$ cat src/rtl/mapc_pkg.sv
// Package for the MMU access permission check block.
// Holds the shared codes, descriptor field constants and transaction structs.
// No dependencies.
package mapc_pkg;

  // Configuration register indexes (paddr bit 2)
  localparam logic CFG_DACR = 1'b0;
  localparam logic CFG_AFE  = 1'b1;

  localparam int unsigned PADDR_W = 3;

  // First-level descriptor types
  localparam logic [1:0] L1_FAULT   = 2'd0;
  localparam logic [1:0] L1_TABLE   = 2'd1;
  localparam logic [1:0] L1_SECTION = 2'd2;
  localparam logic [1:0] L1_RSVD    = 2'd3;

  localparam logic [1:0] L2_FAULT   = 2'd0;

  // DACR domain field encodings
  localparam logic [1:0] DOM_NOACC   = 2'd0;
  localparam logic [1:0] DOM_CLIENT  = 2'd1;
  localparam logic [1:0] DOM_RSVD    = 2'd2;
  localparam logic [1:0] DOM_MANAGER = 2'd3;

  // Access permission encodings {AP[2], AP[1:0]}
  localparam logic [2:0] AP_NONE     = 3'd0;
  localparam logic [2:0] AP_PRIV     = 3'd1;
  localparam logic [2:0] AP_USER_RO  = 3'd2;
  localparam logic [2:0] AP_FULL     = 3'd3;
  localparam logic [2:0] AP_RSVD     = 3'd4;
  localparam logic [2:0] AP_PRIV_RO  = 3'd5;
  localparam logic [2:0] AP_RO_ALT   = 3'd6;
  localparam logic [2:0] AP_RO       = 3'd7;

  // Fault kinds
  localparam logic [2:0] FK_NONE      = 3'd0;
  localparam logic [2:0] FK_TRANS_SEC = 3'd1;
  localparam logic [2:0] FK_TRANS_PG  = 3'd2;
  localparam logic [2:0] FK_PERM_SEC  = 3'd3;
  localparam logic [2:0] FK_PERM_PG   = 3'd4;

  // Error codes
  localparam logic [2:0] ERR_NONE       = 3'd0;
  localparam logic [2:0] ERR_RSVD_DESC  = 3'd1;
  localparam logic [2:0] ERR_RSVD_DOM   = 3'd2;
  localparam logic [2:0] ERR_RSVD_AP    = 3'd3;
  localparam logic [2:0] ERR_DOM_NOACC  = 3'd4;
  localparam logic [2:0] ERR_ACC_FLAG   = 3'd5;

  typedef struct packed {
    logic [31:0] dacr;
    logic        afe;
  } cfg_t;

  typedef struct packed {
    logic        cmd;
    logic        privileged;
    logic        is_write;
    logic [31:0] address;
    logic [31:0] first_descriptor;
    logic [31:0] second_descriptor;
  } req_t;

  typedef struct packed {
    logic        abort;
    logic [2:0]  fault_kind;
    logic [3:0]  fault_domain;
    logic [31:0] second_table_address;
    logic [2:0]  error;
  } rsp_t;

endpackage

$ cat src/rtl/mapc_cfg_regs.sv
// APB-style configuration registers: DACR and access-flag enable.
// Depends on mapc_pkg.
module mapc_cfg_regs (
  input  logic                          clk_i,
  input  logic                          rst_ni,
  input  logic                          psel,
  input  logic                          penable,
  input  logic                          pwrite,
  input  logic [mapc_pkg::PADDR_W-1:0]  paddr,
  input  logic [31:0]                   pwdata,
  output logic [31:0]                   prdata,
  output logic                          pready,
  output mapc_pkg::cfg_t                cfg_o
);

  logic [31:0] dacr_q;
  logic        afe_q;
  logic        wr_en;

  assign pready = 1'b1;
  assign wr_en  = psel & penable & pwrite & pready;

  always_ff @(posedge clk_i or negedge rst_ni) begin
    if (!rst_ni) begin
      dacr_q <= '0;
      afe_q  <= 1'b0;
    end else if (wr_en) begin
      case (paddr[2])
        mapc_pkg::CFG_DACR: dacr_q <= pwdata;
        mapc_pkg::CFG_AFE:  afe_q  <= pwdata[0];
        default: ;
      endcase
    end
  end

  always_comb begin
    case (paddr[2])
      mapc_pkg::CFG_DACR: prdata = dacr_q;
      mapc_pkg::CFG_AFE:  prdata = {31'd0, afe_q};
      default:            prdata = '0;
    endcase
  end

  assign cfg_o.dacr = dacr_q;
  assign cfg_o.afe  = afe_q;

endmodule

$ cat src/rtl/mapc_check.sv
// Combinational permission decision for one registered access.
// Depends on mapc_pkg.
module mapc_check (
  input  mapc_pkg::req_t req_i,
  input  mapc_pkg::cfg_t cfg_i,
  output mapc_pkg::rsp_t rsp_o
);

  logic [1:0]  t1;
  logic [3:0]  dom;
  logic [1:0]  dbits;
  logic [2:0]  ap;
  logic        section;
  logic        deny;
  logic [31:0] sta;
  logic        priv;
  logic        wr;

  assign t1      = req_i.first_descriptor[1:0];
  assign dom     = req_i.first_descriptor[8:5];
  assign dbits   = cfg_i.dacr[{dom, 1'b0} +: 2];
  assign section = (t1 == mapc_pkg::L1_SECTION);
  assign priv    = req_i.privileged;
  assign wr      = req_i.is_write;
  assign ap      = section ? {req_i.first_descriptor[15], req_i.first_descriptor[11:10]}
                           : {req_i.second_descriptor[9], req_i.second_descriptor[5:4]};
  assign sta     = (t1 == mapc_pkg::L1_TABLE)
                 ? {req_i.first_descriptor[31:10], req_i.address[19:12], 2'b00} : '0;

  always_comb begin
    if (req_i.cmd) begin
      case (ap)
        mapc_pkg::AP_NONE:                       deny = 1'b1;
        mapc_pkg::AP_PRIV, mapc_pkg::AP_PRIV_RO: deny = ~priv;
        default:                                 deny = 1'b0;
      endcase
    end else begin
      case (ap)
        mapc_pkg::AP_NONE:    deny = 1'b1;
        mapc_pkg::AP_PRIV:    deny = ~priv;
        mapc_pkg::AP_USER_RO: deny = ~priv & wr;
        mapc_pkg::AP_FULL:    deny = 1'b0;
        mapc_pkg::AP_PRIV_RO: deny = ~priv | wr;
        default:              deny = wr;
      endcase
    end
  end

  always_comb begin
    rsp_o.abort                = 1'b0;
    rsp_o.fault_kind           = mapc_pkg::FK_NONE;
    rsp_o.fault_domain         = dom;
    rsp_o.second_table_address = sta;
    rsp_o.error                = mapc_pkg::ERR_NONE;
    // Priority follows the walk: translation, access flag, domain, then AP
    if (t1 == mapc_pkg::L1_FAULT) begin
      rsp_o.abort      = 1'b1;
      rsp_o.fault_kind = mapc_pkg::FK_TRANS_SEC;
    end else if (t1 == mapc_pkg::L1_RSVD) begin
      rsp_o.error = mapc_pkg::ERR_RSVD_DESC;
    end else if (t1 == mapc_pkg::L1_TABLE &&
                 req_i.second_descriptor[1:0] == mapc_pkg::L2_FAULT) begin
      rsp_o.abort      = 1'b1;
      rsp_o.fault_kind = mapc_pkg::FK_TRANS_PG;
    end else if (cfg_i.afe) begin
      rsp_o.error = mapc_pkg::ERR_ACC_FLAG;
    end else if (dbits == mapc_pkg::DOM_NOACC) begin
      rsp_o.error = mapc_pkg::ERR_DOM_NOACC;
    end else if (dbits == mapc_pkg::DOM_RSVD) begin
      rsp_o.error = mapc_pkg::ERR_RSVD_DOM;
    end else if (dbits == mapc_pkg::DOM_MANAGER) begin
      rsp_o.error = mapc_pkg::ERR_NONE;
    end else if (ap == mapc_pkg::AP_RSVD) begin
      rsp_o.error = mapc_pkg::ERR_RSVD_AP;
    end else if (deny) begin
      rsp_o.abort      = 1'b1;
      rsp_o.fault_kind = section ? mapc_pkg::FK_PERM_SEC : mapc_pkg::FK_PERM_PG;
    end
  end

endmodule

$ cat src/rtl/mmu_access_permission_check_top.sv
// Top level of the MMU access permission check block.
// Depends on mapc_pkg, mapc_cfg_regs and mapc_check.
//
// Usage:
//   Present one access on the request ports with start high; it is taken at
//   any rising edge where start is high and busy is low. busy is tied low, so
//   a new transaction can be issued every cycle.
//   The access is captured in an input register, checked by one level of
//   combinational logic and the outcome lands in a result register.
//   The result appears on the result ports once the result register has
//   captured it, marked by done_o for exactly one cycle, and is taken at
//   the edge that ends that cycle; the receiver cannot stall, so results are
//   never held back or dropped.
//   Throughput: one transaction per cycle.
//   Configuration (DACR at byte 0, access-flag enable at byte 4) uses the
//   APB-style port; write it only while no transaction is in flight.
//   Reset clears the configuration registers and the valid flags of both
//   stages; no result is produced for a transaction cut off by reset.
module mmu_access_permission_check_top (
  input  logic                          clk_i,
  input  logic                          rst_ni,
  input  logic                          psel,
  input  logic                          penable,
  input  logic                          pwrite,
  input  logic [mapc_pkg::PADDR_W-1:0]  paddr,
  input  logic [31:0]                   pwdata,
  output logic [31:0]                   prdata,
  output logic                          pready,
  input  logic                          start,
  output logic                          busy,
  input  logic                          cmd_i,
  input  logic                          privileged_i,
  input  logic                          is_write_i,
  input  logic [31:0]                   address_i,
  input  logic [31:0]                   first_descriptor_i,
  input  logic [31:0]                   second_descriptor_i,
  output logic                          done_o,
  output logic                          abort_o,
  output logic [2:0]                    fault_kind_o,
  output logic [3:0]                    fault_domain_o,
  output logic [31:0]                   second_table_address_o,
  output logic [2:0]                    error_o
);

  mapc_pkg::cfg_t cfg;
  mapc_pkg::req_t req_d, req_q;
  mapc_pkg::rsp_t rsp_d, rsp_q;
  logic           req_vld_q;
  logic           rsp_vld_q;
  logic           accept;

  assign busy   = 1'b0;
  assign accept = start & ~busy;

  mapc_cfg_regs u_cfg (
    .clk_i   (clk_i),
    .rst_ni  (rst_ni),
    .psel    (psel),
    .penable (penable),
    .pwrite  (pwrite),
    .paddr   (paddr),
    .pwdata  (pwdata),
    .prdata  (prdata),
    .pready  (pready),
    .cfg_o   (cfg)
  );

  assign req_d.cmd               = cmd_i;
  assign req_d.privileged        = privileged_i;
  assign req_d.is_write          = is_write_i;
  assign req_d.address           = address_i;
  assign req_d.first_descriptor  = first_descriptor_i;
  assign req_d.second_descriptor = second_descriptor_i;

  always_ff @(posedge clk_i or negedge rst_ni) begin
    if (!rst_ni) begin
      req_vld_q <= 1'b0;
      rsp_vld_q <= 1'b0;
    end else begin
      req_vld_q <= accept;
      rsp_vld_q <= req_vld_q;
    end
  end

  // Payload registers: capture only on a live transaction
  always_ff @(posedge clk_i) begin
    if (accept) begin
      req_q <= req_d;
    end
    if (req_vld_q) begin
      rsp_q <= rsp_d;
    end
  end

  mapc_check u_check (
    .req_i (req_q),
    .cfg_i (cfg),
    .rsp_o (rsp_d)
  );

  assign done_o                 = rsp_vld_q;
  assign abort_o                = rsp_q.abort;
  assign fault_kind_o           = rsp_q.fault_kind;
  assign fault_domain_o         = rsp_q.fault_domain;
  assign second_table_address_o = rsp_q.second_table_address;
  assign error_o                = rsp_q.error;

endmodule

$ cat config.mk
export PLATFORM = sky130hd
export DESIGN_NAME = mmu_access_permission_check_top
export DESIGN_NICKNAME = d
export VERILOG_FILES = /design/src/rtl/mapc_pkg.sv /design/src/rtl/mapc_cfg_regs.sv /design/src/rtl/mapc_check.sv /design/src/rtl/mmu_access_permission_check_top.sv
export SDC_FILE = /design/constraint.sdc
export NUM_CORES = 1
export LEC_CHECK = 0
export CORE_UTILIZATION = 65
export DETAILED_ROUTE_END_ITERATION = 12
export DONT_BUFFER_PORTS = 1
export PLACE_DENSITY = 0.87
export SLEW_MARGIN = 40
export SYNTH_ARGS = -nofsm -noshare
export SYNTH_HDL_FRONTEND = slang
export SYNTH_SLANG_ARGS = --single-unit
export TNS_END_PERCENT = 30
$ cat constraint.sdc
create_clock -name clk_i -period 4.8 [get_ports clk_i]
set_clock_uncertainty 0.1 [all_clocks]
set_input_delay 0.48 -clock clk_i [delete_from_list [all_inputs] [get_ports clk_i]]
set_output_delay 0.48 -clock clk_i [all_outputs]
set_load 0.02 [all_outputs]
==> out/qor.csv <==
metric,value,unit
failing checks,DRC,
final net count,513,
final setup fails,0,
PortBufs,0,
yosys warns,0,
area grow syn2layout,26.64,%
synthesized area,4856,um2
R2R Path Start,req_q[32],
total track usage,29.03,%
placed wire-length estimate,5.933,mm
Initial Util,66.95,%
CTS max path bufs,2,
Slew Limit Fails,0,
startpoint types,flop,
post-CTS setup buffers,0,
sequential-to-total area share from yosys stat,70.60,%
vias in the first global route,2793,
I/O pins,218,
CP Cell Sequence,inv_1 -> ha_1 -> or3b_2 -> a221oi_1 -> o32ai_1 -> nand4b_2 -> o21ai_1,
Setup Total Neg Slack,0,ns
area taken by multi-input logic gates,1340,um2
Setup Crit Path Kind,reg2reg,
status,"complete, but fails checks",
Fill cells,344,
Post-Route WL,11.36,mm
Final GP Congestion,0.8139,
Leak Pwr,0.002331,uW
# hold bufs at CTS,58,
Slew Limit Headroom,57.86,%
Clk pwr share,39.7,%
Max Clk Rate,348.4,MHz
CP startpoint,req_q[32],
Gate power share,11.9,%
area of the core,7253,um2
Die Ht,88.43,um
Post-route DRC,2,
"antenna viol nets, final",0,
H-tree depth,4,
FF-to-FF path depth,7,
vias per inst,5.927,
FF+latch area,3432,um2
Worst-Margin Slew,0.6322,ns
overall power,2848,uW
period utilisation layout,59.79,%
CTS tree,yes,
max incr delay on CP,0.59,ns
Crit Path Max Fanout,11,
maximum vdd drop,0.4134,mV
Final Hold Fails,0,
Die W,88.43,um
DRC marker count from the first detailed-route iteration,194,
worst reg2reg endpoint,abort_o,
sw power,745.2,uW
power per standard cell area,463.2,nW/um2
CP endpoint,abort_o,
initial antenna violation count,0,
layout cells sized above 1,20.16,%
syn_area_per_cell,16.46,um2
clock sinks,120,
Yosys reg bits,120,
crit end category,flop,
first-pass GRT wire length,15.39,mm
RSZ-0062 raised after global routing,false,
Cells after Synth,295,
Clock Tree Root,clkbuf_8,
largest net degree at the start of global routing,46,
row count,31,
via count,2851,
Congestion Overflow GR,0,
Worst Hold Class,in2reg,
sequential share of power,48.4,%
number of diodes,0,
TritonCTS buffer count,17,
PostCTS Resize Cnt,0,
hold_ws,0.01616,ns
P_int,2103,uW
Clock transition at path regs,0.06,ns
wire per inst,23.62,um
Max Cap Viol,0,
die footprint,7820,um2
Net Sw Frac,26.16,%
First-pass DRT Iterations,8,
worst skew pair latency,0.52,ns
CP max stage cell,a221oi_1,
crit path DAT,3.02,ns
Synth cell types,39,
r2r setup slk,1.93,ns
min Tclk post-route,2.870,ns
CP Data Required Time,4.95,ns
-- critical path: cells and delay by family, from the launching register on --
| family | cells | cell delay [ns] |
|---|---|---|
| AOI/OAI and AO/OA | 3 | 0.95 |
| DFF | 1 | 0.37 |
| adders and majority gates | 1 | 0.35 |
| buffers and inverters | 1 | 0.09 |
| and+or+nand+nor | 2 | 0.74 |
-- worst min-delay path by stage --
| stage | from | to | slack, ns | depth (start not counted) |
|---|---|---|---|---|
| 6_report | pwdata[23] | u_cfg.dacr_q[23] | 0.02 | 1 |
| 5_1_grt | pwdata[11] | u_cfg.dacr_q[11] | -0.004 | 1 |
| 4_1_cts | pwdata[23] | u_cfg.dacr_q[23] | 0.001 | 1 |
| 3_5_place_dp | rst_ni | u_cfg.dacr_q[29] | 0.09 | 0 |
| 3_3_place_gp | rst_ni | u_cfg.dacr_q[30] | 0.09 | 0 |
| 2_1_floorplan | rst_ni | done_o | 0.08 | 0 |
-- power groups by stage --
stage               Sequential (uW)  Clock (uW)  Combinational, uW
floorplan                      1350           0                242
global route                   1390        1190                361
finish                         1380        1130                340
global placement               1380           0                254
CTS                            1370        1130                320
detailed placement             1390           0                263
-- routing by layer --
layer | wire length [um] | track usage, %
met1 | 4023 | 32.19
met2 | 6045 | 48.81
met3 | 873 | 10.82
met4 | 416 | 15.69
met5 | 0 | 0
-- stage by stage --
stage | std cells | util (%) | worst slack, ns | cell area [um2]
global route | 481 | 84.79 | 1.870 | 6150
detailed placement | 381 | 67.74 | 2.144 | 4913
finish | 481 | 84.79 | 1.930 | 6150
CTS | 471 | 83.34 | 2.045 | 6045
global placement | 381 | 67.74 | 2.290 | 4913
floorplan | 297 | - | 2.640 | 4863
-- layout by cell type, fill, tap and decap left out, drive strengths merged, types with 5 or more instances in the layout --
cell         Yosys  routed
nand3            5       5
dlygate4sd3      0      66
clkinv           0       7
and2            30      30
mux4             8       8
dfrtp           35      35
nor2b           34      34
nand2            5       5
mux2            34      34
clkbuf          11      20
a21oi            5       5
edfxtp          85      85
-- cell usage after synthesis (all sizes together) --
library cell   n  share of area, %
inv            4              0.31
o21ba          1              0.21
or3b           1              0.18
nand4          2              0.26
clkbuf        11              0.85
nand3          5              0.62
dfrtp         35                18
nor2b         34               4.4
and3           1              0.15
nand2          5              0.39
nor2           3              0.23
a22oi          2              0.41
mux2          34               7.9
conb           2              0.15
and4           1              0.21
a221oi         1              0.18
o21bai         1              0.15
o21ai          2              0.21
a21oi          5              0.52
or3            1              0.13
mux4           8               4.2
o32ai          2              0.36
nor3b          1              0.15
nand4b         2              0.49
and2          30               3.9
nand2b         2              0.26
nand3b         1              0.15
a211oi         2              0.41
buf            5              0.85
nor3           1              0.10
ha             4               1.0
or2            1              0.13
edfxtp        85                53
-- state kept, by name, indices dropped and copies added (netlist names) --
name                    cells
u_cfg.afe_q                 1
done_o                      1
abort_o                     1
req_vld_q                   1
fault_kind_o                3
error_o                     3
fault_domain_o              4
second_table_address_o     30
u_cfg.dacr_q               32
req_q                      44
-- cell families (layout without fill, tap and decap cells) --
| family | after synthesis | in the layout | share of synthesized area, % |
|---|---|---|---|
| flip-flops | 120 | 120 | 70.60 |
| AND/OR/NAND/NOR | 91 | 91 | 11.70 |
| multiplexers | 42 | 42 | 12.06 |
| buffers and inverters | 20 | 105 | 2.010 |
| AO/OA/AOI/OAI | 16 | 16 | 2.448 |
| adder cells (fa/ha/maj) | 4 | 4 | 1.031 |
| other | 2 | 4 | 0.1547 |
-- area by class of cell --
class	instances	area share, %
flip-flops and latches	120	55.81
multi-input cells	157	21.79
repair buffers	69	11.52
clock buffers	20	6.918
well taps	99	2.014
clock inverters	12	1.709
inverters	4	0.2442
Note: power is estimated with default switching activity, not from simulation.
